==> src/hdl/drld_pkg.sv <==
// Package: shared types, a constant and a helper function for the data run list decoder.
`default_nettype none

package drld_pkg;

    localparam int unsigned FIELD_MAX_BYTES = 8;

    typedef enum logic [1:0] {
        PH_HEADER,
        PH_LENGTH,
        PH_OFFSET,
        PH_STOPPED
    } t_phase;

    typedef enum logic [1:0] {
        STOP_EXHAUSTED,
        STOP_ZERO_HEADER,
        STOP_BAD_HEADER,
        STOP_TRUNCATED
    } t_stop;

    typedef struct packed {
        logic        run_valid;
        logic [62:0] start_cluster;
        logic [63:0] cluster_count;
        logic        sparse_run;
        logic        list_end;
        logic        found_any;
        t_stop       stop_cause;
    } t_result;

    // Ones in every byte at or above the given field size.
    function automatic logic [63:0] sext_mask(input logic [3:0] size);
        logic [63:0] mask;
        mask = '0;
        for (int k = 0; k < FIELD_MAX_BYTES; k++) begin
            if (4'(k) >= size) begin
                mask[k*8 +: 8] = 8'hFF;
            end
        end
        return mask;
    endfunction

endpackage

`default_nettype wire

==> src/hdl/drld_if.sv <==
// Interfaces: the byte input channel and the run result channel.
`default_nettype none

interface drld_in_if;
    logic       valid;
    logic       ready;
    logic [7:0] data_byte;
    logic       last_byte;

    modport source (output valid, output data_byte, output last_byte, input ready);
    modport sink (input valid, input data_byte, input last_byte, output ready);
endinterface

interface drld_out_if;
    logic        valid;
    logic        ready;
    logic        run_valid;
    logic [62:0] start_cluster;
    logic [63:0] cluster_count;
    logic        sparse_run;
    logic        list_end;
    logic        found_any;
    logic [1:0]  stop_cause;

    modport source (
        output valid, output run_valid, output start_cluster, output cluster_count,
        output sparse_run, output list_end, output found_any, output stop_cause,
        input ready
    );
    modport sink (
        input valid, input run_valid, input start_cluster, input cluster_count,
        input sparse_run, input list_end, input found_any, input stop_cause,
        output ready
    );
endinterface

`default_nettype wire

==> src/hdl/drld_parse.sv <==
// Run list parser: parse state registers and the per-byte next-state and result logic.
`default_nettype none

module drld_parse
    import drld_pkg::*;
(
    input  wire logic       i_clk,
    input  wire logic       i_rst_n,
    input  wire logic       i_en,
    input  wire logic [7:0] i_data_byte,
    input  wire logic       i_last_byte,
    output logic            o_has_result,
    output t_result         o_result
);

    t_phase      r_phase, n_phase;
    logic [3:0]  r_len_size, n_len_size;
    logic [3:0]  r_off_size, n_off_size;
    logic [3:0]  r_index, n_index;
    logic [63:0] r_len_acc, n_len_acc;
    logic [63:0] r_off_acc, n_off_acc;
    logic [63:0] r_position, n_position;
    logic        r_run_seen, n_run_seen;
    t_stop       r_stop, n_stop;

    logic [3:0]  hdr_len;
    logic [3:0]  hdr_off;
    logic [3:0]  index_inc;
    logic [63:0] byte_shifted;
    logic        finish;
    logic        emit;

    assign hdr_len      = i_data_byte[3:0];
    assign hdr_off      = i_data_byte[7:4];
    assign index_inc    = r_index + 4'd1;
    assign byte_shifted = {56'd0, i_data_byte} << {r_index[2:0], 3'b000};

    always_ff @(posedge i_clk) begin
        if (!i_rst_n) begin
            r_phase    <= PH_HEADER;
            r_len_size <= '0;
            r_off_size <= '0;
            r_index    <= '0;
            r_len_acc  <= '0;
            r_off_acc  <= '0;
            r_position <= '0;
            r_run_seen <= 1'b0;
            r_stop     <= STOP_EXHAUSTED;
        end else if (i_en) begin
            r_phase    <= n_phase;
            r_len_size <= n_len_size;
            r_off_size <= n_off_size;
            r_index    <= n_index;
            r_len_acc  <= n_len_acc;
            r_off_acc  <= n_off_acc;
            r_position <= n_position;
            r_run_seen <= n_run_seen;
            r_stop     <= n_stop;
        end
    end

    always_comb begin
        n_phase    = r_phase;
        n_len_size = r_len_size;
        n_off_size = r_off_size;
        n_index    = r_index;
        n_len_acc  = r_len_acc;
        n_off_acc  = r_off_acc;
        n_position = r_position;
        n_run_seen = r_run_seen;
        n_stop     = r_stop;
        finish     = 1'b0;

        unique case (r_phase)
            PH_HEADER: begin
                priority if (i_data_byte == 8'd0) begin
                    n_phase = PH_STOPPED;
                    n_stop  = STOP_ZERO_HEADER;
                end else if (hdr_len == 4'd0 || hdr_len > 4'(FIELD_MAX_BYTES)
                             || hdr_off > 4'(FIELD_MAX_BYTES)) begin
                    n_phase = PH_STOPPED;
                    n_stop  = STOP_BAD_HEADER;
                end else begin
                    n_len_size = hdr_len;
                    n_off_size = hdr_off;
                    n_index    = '0;
                    n_len_acc  = '0;
                    n_off_acc  = '0;
                    n_phase    = PH_LENGTH;
                end
            end
            PH_LENGTH: begin
                n_len_acc = r_len_acc | byte_shifted;
                n_index   = index_inc;
                if (index_inc >= r_len_size) begin
                    if (r_off_size == 4'd0) begin
                        finish = 1'b1;
                    end else begin
                        n_phase = PH_OFFSET;
                        n_index = '0;
                    end
                end
            end
            PH_OFFSET: begin
                n_off_acc = r_off_acc | byte_shifted;
                n_index   = index_inc;
                if (index_inc >= r_off_size) begin
                    if (i_data_byte[7]) begin
                        n_off_acc = n_off_acc | sext_mask(r_off_size);
                    end
                    n_position = r_position + n_off_acc;
                    finish     = 1'b1;
                end
            end
            PH_STOPPED: begin
            end
        endcase

        emit = finish && (n_len_acc != 64'd0) && !n_position[63];
        if (finish) begin
            n_phase = PH_HEADER;
            n_index = '0;
        end
        if (emit) begin
            n_run_seen = 1'b1;
        end

        o_result               = '0;
        o_result.run_valid     = emit;
        o_result.start_cluster = emit ? n_position[62:0] : 63'd0;
        o_result.cluster_count = emit ? n_len_acc : 64'd0;
        o_result.sparse_run    = emit && (r_off_size == 4'd0);
        o_result.stop_cause    = STOP_EXHAUSTED;
        o_has_result           = emit || i_last_byte;

        if (i_last_byte) begin
            o_result.list_end   = 1'b1;
            o_result.found_any  = n_run_seen;
            o_result.stop_cause = (n_phase == PH_LENGTH || n_phase == PH_OFFSET)
                                  ? STOP_TRUNCATED : n_stop;
            n_phase    = PH_HEADER;
            n_len_size = '0;
            n_off_size = '0;
            n_index    = '0;
            n_len_acc  = '0;
            n_off_acc  = '0;
            n_position = '0;
            n_run_seen = 1'b0;
            n_stop     = STOP_EXHAUSTED;
        end
    end

endmodule

`default_nettype wire

==> src/hdl/data_run_list_decoder_core.sv <==
// Top level of the data run list decoder: byte parser and registered result word.
//
//  Channel  Direction  Word contents
//  i_in     sink       data_byte[7:0], last_byte
//  o_out    source     run_valid, start_cluster[62:0], cluster_count[63:0],
//                      sparse_run, list_end, found_any, stop_cause[1:0]
//
// One byte is accepted every cycle while the output register is empty or the sink
// is ready; its result word, if any, appears in the output register on the next cycle.
// The rate is set by the parse step: a byte shift-in and one 64-bit add.
// The synchronous reset returns the parser to the header phase and empties
// the output register. A held output word stalls the input only when the
// sink is not ready in that cycle.
`default_nettype none

module data_run_list_decoder_core
    import drld_pkg::*;
(
    input  wire logic  i_clk,
    input  wire logic  i_rst_n,
    drld_in_if.sink    i_in,
    drld_out_if.source o_out
);

    logic    accept;
    logic    has_result;
    t_result step_result;
    t_result r_out;
    logic    r_out_valid;

    assign i_in.ready = !r_out_valid || o_out.ready;
    assign accept     = i_in.valid && i_in.ready;

    drld_parse u_parse (
        .i_clk        (i_clk),
        .i_rst_n      (i_rst_n),
        .i_en         (accept),
        .i_data_byte  (i_in.data_byte),
        .i_last_byte  (i_in.last_byte),
        .o_has_result (has_result),
        .o_result     (step_result)
    );

    always_ff @(posedge i_clk) begin
        if (!i_rst_n) begin
            r_out_valid <= 1'b0;
        end else if (accept && has_result) begin
            r_out_valid <= 1'b1;
        end else if (o_out.ready) begin
            r_out_valid <= 1'b0;
        end
    end

    always_ff @(posedge i_clk) begin
        if (accept && has_result) begin
            r_out <= step_result;
        end
    end

    assign o_out.valid         = r_out_valid;
    assign o_out.run_valid     = r_out.run_valid;
    assign o_out.start_cluster = r_out.start_cluster;
    assign o_out.cluster_count = r_out.cluster_count;
    assign o_out.sparse_run    = r_out.sparse_run;
    assign o_out.list_end      = r_out.list_end;
    assign o_out.found_any     = r_out.found_any;
    assign o_out.stop_cause    = r_out.stop_cause;

    a_stall_blocks_input: assert property (@(posedge i_clk) disable iff (!i_rst_n)
        (o_out.valid && !o_out.ready) |-> !i_in.ready)
        else $error("Input accepted while the output word is stalled.");

    a_word_has_cause: assert property (@(posedge i_clk) disable iff (!i_rst_n)
        o_out.valid |-> (o_out.run_valid || o_out.list_end))
        else $error("Output word carries neither a run nor a list end.");

    a_run_nonzero: assert property (@(posedge i_clk) disable iff (!i_rst_n)
        (o_out.valid && o_out.run_valid) |-> (o_out.cluster_count != 64'd0))
        else $error("Run emitted with a zero cluster count.");

    a_no_run_clear: assert property (@(posedge i_clk) disable iff (!i_rst_n)
        (o_out.valid && !o_out.run_valid) |->
        (o_out.start_cluster == 63'd0 && o_out.cluster_count == 64'd0 && !o_out.sparse_run))
        else $error("Run fields are not clear on a word without a run.");

    a_end_fields: assert property (@(posedge i_clk) disable iff (!i_rst_n)
        (o_out.valid && !o_out.list_end) |->
        (!o_out.found_any && o_out.stop_cause == 2'd0))
        else $error("List end fields set on a word that does not end the list.");

endmodule

`default_nettype wire
==> src/flat_wrapper.sv <==
// flat-port wrapper written by rule: the top's interface ports become plain ports
module data_run_list_decoder_core_flat import drld_pkg::*;
  (i_clk, i_rst_n, i_in_valid, i_in_data_byte, i_in_last_byte, i_in_ready, o_out_valid, o_out_run_valid, o_out_start_cluster, o_out_cluster_count, o_out_sparse_run, o_out_list_end, o_out_found_any, o_out_stop_cause, o_out_ready);
  drld_in_if i_in_i ();
  drld_out_if o_out_i ();
  input  wire logic i_clk;
  input  wire logic i_rst_n;
  input wire logic [$bits(i_in_i.valid)-1:0] i_in_valid;
  input wire logic [$bits(i_in_i.data_byte)-1:0] i_in_data_byte;
  input wire logic [$bits(i_in_i.last_byte)-1:0] i_in_last_byte;
  output wire logic [$bits(i_in_i.ready)-1:0] i_in_ready;
  output wire logic [$bits(o_out_i.valid)-1:0] o_out_valid;
  output wire logic [$bits(o_out_i.run_valid)-1:0] o_out_run_valid;
  output wire logic [$bits(o_out_i.start_cluster)-1:0] o_out_start_cluster;
  output wire logic [$bits(o_out_i.cluster_count)-1:0] o_out_cluster_count;
  output wire logic [$bits(o_out_i.sparse_run)-1:0] o_out_sparse_run;
  output wire logic [$bits(o_out_i.list_end)-1:0] o_out_list_end;
  output wire logic [$bits(o_out_i.found_any)-1:0] o_out_found_any;
  output wire logic [$bits(o_out_i.stop_cause)-1:0] o_out_stop_cause;
  input wire logic [$bits(o_out_i.ready)-1:0] o_out_ready;
  assign i_in_i.valid = i_in_valid;
  assign i_in_i.data_byte = i_in_data_byte;
  assign i_in_i.last_byte = i_in_last_byte;
  assign i_in_ready = i_in_i.ready;
  assign o_out_valid = o_out_i.valid;
  assign o_out_run_valid = o_out_i.run_valid;
  assign o_out_start_cluster = o_out_i.start_cluster;
  assign o_out_cluster_count = o_out_i.cluster_count;
  assign o_out_sparse_run = o_out_i.sparse_run;
  assign o_out_list_end = o_out_i.list_end;
  assign o_out_found_any = o_out_i.found_any;
  assign o_out_stop_cause = o_out_i.stop_cause;
  assign o_out_i.ready = o_out_ready;
  data_run_list_decoder_core u_core (.i_clk(i_clk), .i_rst_n(i_rst_n), .i_in(i_in_i), .o_out(o_out_i));
endmodule
==> config.mk <==
export PLATFORM = sky130hd
export DESIGN_NAME = data_run_list_decoder_core_flat
export DESIGN_NICKNAME = d
export VERILOG_FILES = /design/src/hdl/drld_pkg.sv /design/src/hdl/drld_if.sv /design/src/hdl/drld_parse.sv /design/src/hdl/data_run_list_decoder_core.sv /design/src/flat_wrapper.sv
export SDC_FILE = /design/constraint.sdc
export NUM_CORES = 1
export LEC_CHECK = 0
export BUFFER_PORTS_ARGS = -buffer_cell sky130_fd_sc_hd__buf_2
export CORE_AREA = 2 2 253 255
export CTS_BUF_LIST = sky130_fd_sc_hd__clkbuf_2 sky130_fd_sc_hd__clkbuf_4 sky130_fd_sc_hd__clkbuf_8
export CTS_CLUSTER_DIAMETER = 60
export DETAILED_ROUTE_END_ITERATION = 8
export DIE_AREA = 0 0 255 257
export GPL_TIMING_DRIVEN = 0
export HOLD_SLACK_MARGIN = 0.12
export MAX_ROUTING_LAYER = met4
export PLACE_DENSITY = 0.49
export SLEW_MARGIN = 25
export SYNTH_ARGS = -nofsm -noshare
export SYNTH_HDL_FRONTEND = slang
export SYNTH_SLANG_ARGS = --single-unit
==> constraint.sdc <==
create_clock -name i_clk -period 18.1 [get_ports i_clk]
set_input_delay 3.62 -clock i_clk [delete_from_list [all_inputs] [get_ports i_clk]]
set_output_delay 3.62 -clock i_clk [all_outputs]
set_load 0.02 [all_outputs]
# [Word-level counts from Yosys, hierarchy flattened]
# Cells that the tools add are included.
[totals] rom_bits=0 latch_bits=0 n_memories=0 ff_bits=343 out_inout_bits=135 ramBits=0
[classes] n_shift=1 mul=0 reduce_logical=24 n_eq_ne=10 add_sub_neg=2 order_cmp=12 n_mux=83 div=0 bitwise=3
[ops] operator="two-way mux 64 bit" count=13
[ops] operator="two-way mux 8 bit" count=32
[ops] operator="one-hot mux 64 bit (2 select lines)" count=2
[ops] operator="bitwise OR 64 bit" count=3
[ops] operator="adder 64 bit" count=1
[ops] operator="nonzero test 64 bit" count=1
[ops] operator="left shift 8 x 6 -> 64 bit" count=1
[ops] operator="two-way mux 4 bit" count=15
[ops] operator="two-way mux 2 bit" count=11
[ops] operator=">= comparator 3 x 4 -> 1 bit, first input constant" count=4
[ops] operator="one-hot mux 4 bit (3 select lines)" count=1
[ops] operator="AND reduction 4 bit" count=3
[ops] operator=">= comparator 1 x 4 -> 1 bit, first input constant" count=2
[ops] operator=">= comparator 2 x 4 -> 1 bit, first input constant" count=2
[ops] operator=">= comparator 4 bit" count=2
[ops] operator="> comparator 4 bit, second input constant" count=2
[ops] operator="logical NOT 4 bit" count=2
[ops] operator="logical NOT 8 bit" count=1
[ops] operator="inequality test 4 bit, second input constant" count=2
[ops] operator="two-way mux 1 bit" count=7
[ops] operator="inequality test 3 bit, second input constant" count=2
[ops] operator="logical AND 1 bit" count=5
[ops] operator="logical OR 1 bit" count=5
[ops] operator="nonzero test 5 bit" count=1
[ops] operator="10 further kinds" count=15

# [Logic depth before layout (Yosys ltp)]
[depth] word_depth=17 ltp_mapped=21

# [Hierarchy]
# Synthesis repeated with hierarchy kept, for this count alone.
[hier_totals] hier_cells=2256 area_unflattened_um2=19052.0
[by_module_without_submodules] module="drld_parse" instances=1 cells_per_inst=2117 area_per_inst_um2=14986.9 seq_area_each_um2=4184.0
[by_module_without_submodules] module="data_run_list_decoder_core" instances=1 cells_per_inst=139 area_per_inst_um2=4065.1 seq_area_each_um2=4013.8

# [Least setup slack after synthesis]
# OpenSTA, ideal clock, no wires.
[synth_path] kind="input-to-reg" from="input i_in_data_byte[7]" to="register u_core.r_out (netlist bit u_core.o_out.cluster_count[0]) (enable)" t_arrival_ps=13766 stages=18 t_required_ps=17431 setup_ps=669 path_buffers=3 path_slack_ps=3665 cell_sequence="clkbuf_1 > nor2b_1 > nand2_1 > clkbuf_1 > nor2_1 > or3b_2 > ha_1 > nand2_1 > o211ai_1 > o211ai_1 > a2111oi_4 > o2111ai_2 > a2111oi_4 > o211a_1 > o211a_1 > nor2_2 > buf_2 > a21oi_1"
[synth_between] elab_chain_len=13 elab_cells_between_ends=22 classes_between="1 x add/sub; 1 x order compare; 1 x shift; 8 x mux; 3 x bitwise; 8 x reduce/logical"
[synth_rtl] item="start: declaration" line_no="flat_wrapper.sv:9" source="input wire logic [$bits(i_in_i.data_byte)-1:0] i_in_data_byte;"
[synth_rtl] item="left shift 8 x 6 -> 64 bit" line_no="drld_parse.sv:36" source="assign byte_shifted = {56'd0, i_data_byte} << {r_index[2:0], 3'b000};"
[synth_rtl] item="bitwise OR 64 bit" line_no="drld_parse.sv:105" source="n_off_acc = r_off_acc | byte_shifted;"
[synth_rtl] item="bitwise OR 64 bit" line_no="drld_parse.sv:109" source="n_off_acc = n_off_acc | sext_mask(r_off_size);"
[synth_rtl] item="two-way mux 64 bit" line_no="drld_parse.sv:108" source="if (i_data_byte[7]) begin"
[synth_rtl] item="two-way mux 64 bit" line_no="drld_parse.sv:107" source="if (index_inc >= r_off_size) begin"
[synth_rtl] item="two-way mux 64 bit" line_no="drld_parse.sv:74" source="unique case (r_phase)"
[synth_rtl] item="adder 64 bit" line_no="drld_parse.sv:111" source="n_position = r_position + n_off_acc;"
[synth_rtl] item="two-way mux 64 bit" line_no="drld_parse.sv:107"
[synth_rtl] item="two-way mux 64 bit" line_no="drld_parse.sv:74"
[synth_rtl] item="logical NOT 1 bit" line_no="drld_parse.sv:119" source="emit = finish && (n_len_acc != 64'd0) && !n_position[63];"
[synth_rtl] item="logical AND 1 bit *" line_no="drld_parse.sv:119"
[synth_rtl] item="logical OR 1 bit *" line_no="drld_parse.sv:134" source="o_has_result = emit || i_last_byte;"
[synth_rtl] item="logical AND 1 bit *" line_no="data_run_list_decoder_core.sv:55" source="if (accept && has_result) begin"
[synth_rtl] item="end signal: assignment" line_no="data_run_list_decoder_core.sv:56" source="r_out <= step_result;"
[synth_rtl] item="end: declaration" line_no="data_run_list_decoder_core.sv:28" source="t_result r_out;"
# Mark *: on every way between the ends. The rest lies on a longest branch, timed or not. The select of a mux whose other input is x is not followed.
# A chain may end at the register's enable or synchronous reset.

# [Worst setup path in the final report]
[layout_path] from="input i_in_data_byte[7]" to="register u_core.r_out (netlist bit u_core.o_out.start_cluster[59]) (enable)"
# The elaborated chain is that of the path after synthesis.

==> reports/metrics.cfg <==
[outcome]
status = complete, no violations

[final_layout]
final_common_cell = nor2_1
fin_nets = 2560
area_growth_pct = 18.0
fin_cells = 3368
drive_gt1_frac = 0.139
layout_common_cells = 349 x nor2_1, 338 x nand2_1, 324 x a21oi_1
n_fill_cell = 6620

[worst_setup_path]
path_buf_inv = 8
path_class = primary input to flop
worst-path-stages = 22
cpPeakStageDelay_ps = 710
r2r-start = u_core.u_parse.r_index[2]
rrSetupSlack_ps = 10410
cp_top_family = buffers and inverters
reg2regPathDepth = 22
critPathMostFrequentCell = buf_16
crit_slowest_cell = buf_1
critPathLaunchType = primary input
worstSetupEndpointType = flop
worstPathRequired_ps = 18480
path_max_fanout = 22
path_cells = clkbuf_1 > buf_1 > nand2_1 > a31oi_1 > or3b_2 > ha_1 > clkbuf_1 > a21o_1 > a21o_1 > a21o_1 > a21oi_1 > nor2_1 > or3_1 > o211a_1 > nor4_2 > nor2_2 > buf_2 > a21oi_4 > buf_16 > buf_16 > buf_16 > buf_16
cp_data_arrival_time_ps = 10620
rr_endpoint = u_core.o_out.start_cluster[59]

[yosys]
synth_area_um2 = 18700
synthTopCellsByArea = dfxtp_1 22%, edfxtp_1 21%, a21oi_1 8.7%
synth_seq_cells = 343
syn_inst = 2252
netlist.area_leader.share = 0.225
synth_nets = 2342
synth_top_family_by_area = simple AND/OR/NAND/NOR gates
synth_flop_cell = dfxtp_1
synth-edff-count = 133
synth-simple-area-share = 0.229
synth_fa_ha_area_frac = 0.0519
synth.mux.area_fraction = 0.00635
synth.distinct_cells = 81
yosysTopAreaCell = dfxtp_1
async_flop_share = 0
synth_warnings = 0
synthXorXnorAreaFrac = 0.0276
avgSynthCellArea_um2 = 8.31
ys_seq_area_frac = 0.438
synth-compound-area-share = 0.207

[die]
coreArea_um2 = 62700
io_pins = 148
die_y_um = 257
die_w_um = 255
start_util = 0.298
dieArea_um2 = 65500
row_count = 92

[pwr]
power.density_nw_per_um2 = 84.8
power.clock.fraction = 0.436
switching_share = 0.292
p_int_uw = 1330
power_switching_uw = 547
power.total_uw = 1870
seqPwrFrac = 0.438
power_leakage_uw = 0.00843
p_comb_frac = 0.125
vdd_drop_max_v = 0.0000413

[place]
hpwlAfterDp_um = 51300
pre_cts_ws_ps = 7250
place.gp.congestion = 0.927
io_buffers = 141
dp.cells = 3248

[min_path]
hold-path-cell-count = 2
min_from = u_core.u_parse.r_len_size[3]
min_path_type = flop to flop
min_to = u_core.u_parse.r_len_size[3]

[timing]
finalSetupTns_ps = 0
rsz0062_at_grt = false
finalSetupViolCount = 0
period_needed_ps = 10250
fin_skew_ps = 47.2
relSlewSlack = 0.275
fmax_mhz = 97.6
drv_slew = 0
setup_ws_ps = 7850
worst_hold_slack_ps = 458
finalHoldViolCount = 0
fin_crit_sh = 0.566
worst_pin_slew_ps = 1090

[flow_run]
cap_violations = 0

[route]
via_per_inst = 5.25
drt_iter0_drc = 1588
dr.pass1.iters = 6
num_vias = 17700
post-route-drc-count = 0
routed_wl_um = 69600
final_antenna_net_count = 0
wl_per_cell_um = 20.7

[grt]
grt_first_pass_wirelength_um = 104000
met3_usage = 0.0342
overflow = 0
grt_use_met1 = 0.292
grt.busiest_layer = met2
grt_max_degree = 23
gr-usage-met2 = 0.326
grt_pass1_vias = 17100
track_usage = 0.215
antenna_found_initial = 6

[clock_tree]
post_cts_resized = 0
cts_tree = built
cts.sinks = 343
root_buffer = clkbuf_8
cts_buffers = 66
h-tree-depth = 3
cts.path.max_buffers = 3
path_clk_slew_ps = 60
cts_setup_buffers = 0
cts_hold_buf = 0
clk_latency_ps = 670

[layer usage]
layer | vias up | part of all wire
met2 | 620 | 0.45
met5 | - | 0
met4 | 0 | 0.025
met1 | 8488 | 0.46
met3 | 110 | 0.065
li1 | 8475 | -
[layout make-up]
| class | count | area (um2) | area share |
|---|---|---|---|
| inverter | 38 | 143 | 0.00645 |
| antenna | 3 | 7.51 | 0.000340 |
| sequential | 343 | 8200 | 0.371 |
| timing repair buffer | 150 | 917 | 0.0415 |
| tap | 846 | 1060 | 0.0479 |
| clock inverter | 28 | 274 | 0.0124 |
| multi-input combinational | 1722 | 9800 | 0.444 |
| buffer | 149 | 608 | 0.0275 |
| clock buffer | 89 | 1090 | 0.0495 |
[state kept, by name, summed over array words and instances (netlist names), 2 cells and up]
name	flops
u_core.u_parse.r_phase	2
u_core.o_out.start_cluster	63
u_core.u_parse.r_off_size	4
u_core.u_parse.r_index	4
u_core.o_out.cluster_count	64
u_core.u_parse.r_position	64
u_core.u_parse.r_len_acc	64
u_core.u_parse.r_off_acc	64
u_core.u_parse.r_len_size	4
u_core.u_parse.r_stop	2
u_core.o_out.stop_cause	2
[worst reg2reg max path, delay by kind of cell, from the launching register on]
kind	cells	cell delay, ps
AND/OR/NAND/NOR	8	2110
adder cells (fa/ha/maj)	1	390
buffers and inverters	8	2210
AO/OA/AOI/OAI	5	2260
flip-flops	1	410
[synthesized netlist by cell type (all sizes together), types with 4 or more instances]
library cell	n
clkbuf	120
a22o	14
o21ai	67
nor3	25
buf	29
a22oi	39
ha	76
a32oi	16
a31o	4
nand3b	9
and2	25
a31oi	25
or2	4
or3	9
a2111oi	4
nand2b	11
or4	5
nand2	338
or3b	39
edfxtp	133
and3	21
xnor2	41
o21bai	16
mux2	7
o21a	14
xor2	18
a211oi	11
o211ai	9
dfxtp	210
nor4	18
mux2i	4
a21oi	325
nand3	35
o31ai	12
inv	38
a21boi	7
nor2b	12
o2111ai	6
nand4	25
nor2	351
a21o	32
[stage by stage]
step | cell area (um2) | utilization
floorplan | 18700 | -
detailed placement | 20700 | 0.330
finish | 22100 | 0.352
CTS | 22100 | 0.352
global placement | 20500 | 0.327
global route | 22100 | 0.352
[worst max path at each step]
stage          slack (ps)               from                             end
2_1_floorplan        3670  i_in_data_byte[7]   u_core.o_out.cluster_count[0]
3_5_place_dp         7250  i_in_data_byte[7]  u_core.o_out.start_cluster[56]
5_1_grt              7580  i_in_data_byte[7]  u_core.o_out.start_cluster[56]
3_3_place_gp        -1310  i_in_data_byte[7]  u_core.o_out.start_cluster[54]
6_report             7850  i_in_data_byte[7]  u_core.o_out.start_cluster[59]
4_1_cts              7980  i_in_data_byte[7]  u_core.o_out.start_cluster[56]
[kinds of logic after synthesis]
kind of cell             Yosys count
AO/OA/AOI/OAI                    631
XOR/XNOR                          59
adder cells (fa/ha/maj)           77
buffers and inverters            187
flip-flops                       343
multiplexers                      11
AND/OR/NAND/NOR                  944
[power groups by stage]
stage	logic [uW]	clock network, uW	registers (uW)
3_3_place_gp	224	0	844
2_1_floorplan	132	0	857
5_1_grt	255	873	823
3_5_place_dp	233	0	838
4_1_cts	234	839	822
6_report	235	818	822
Power figures use the tool's default switching activity.
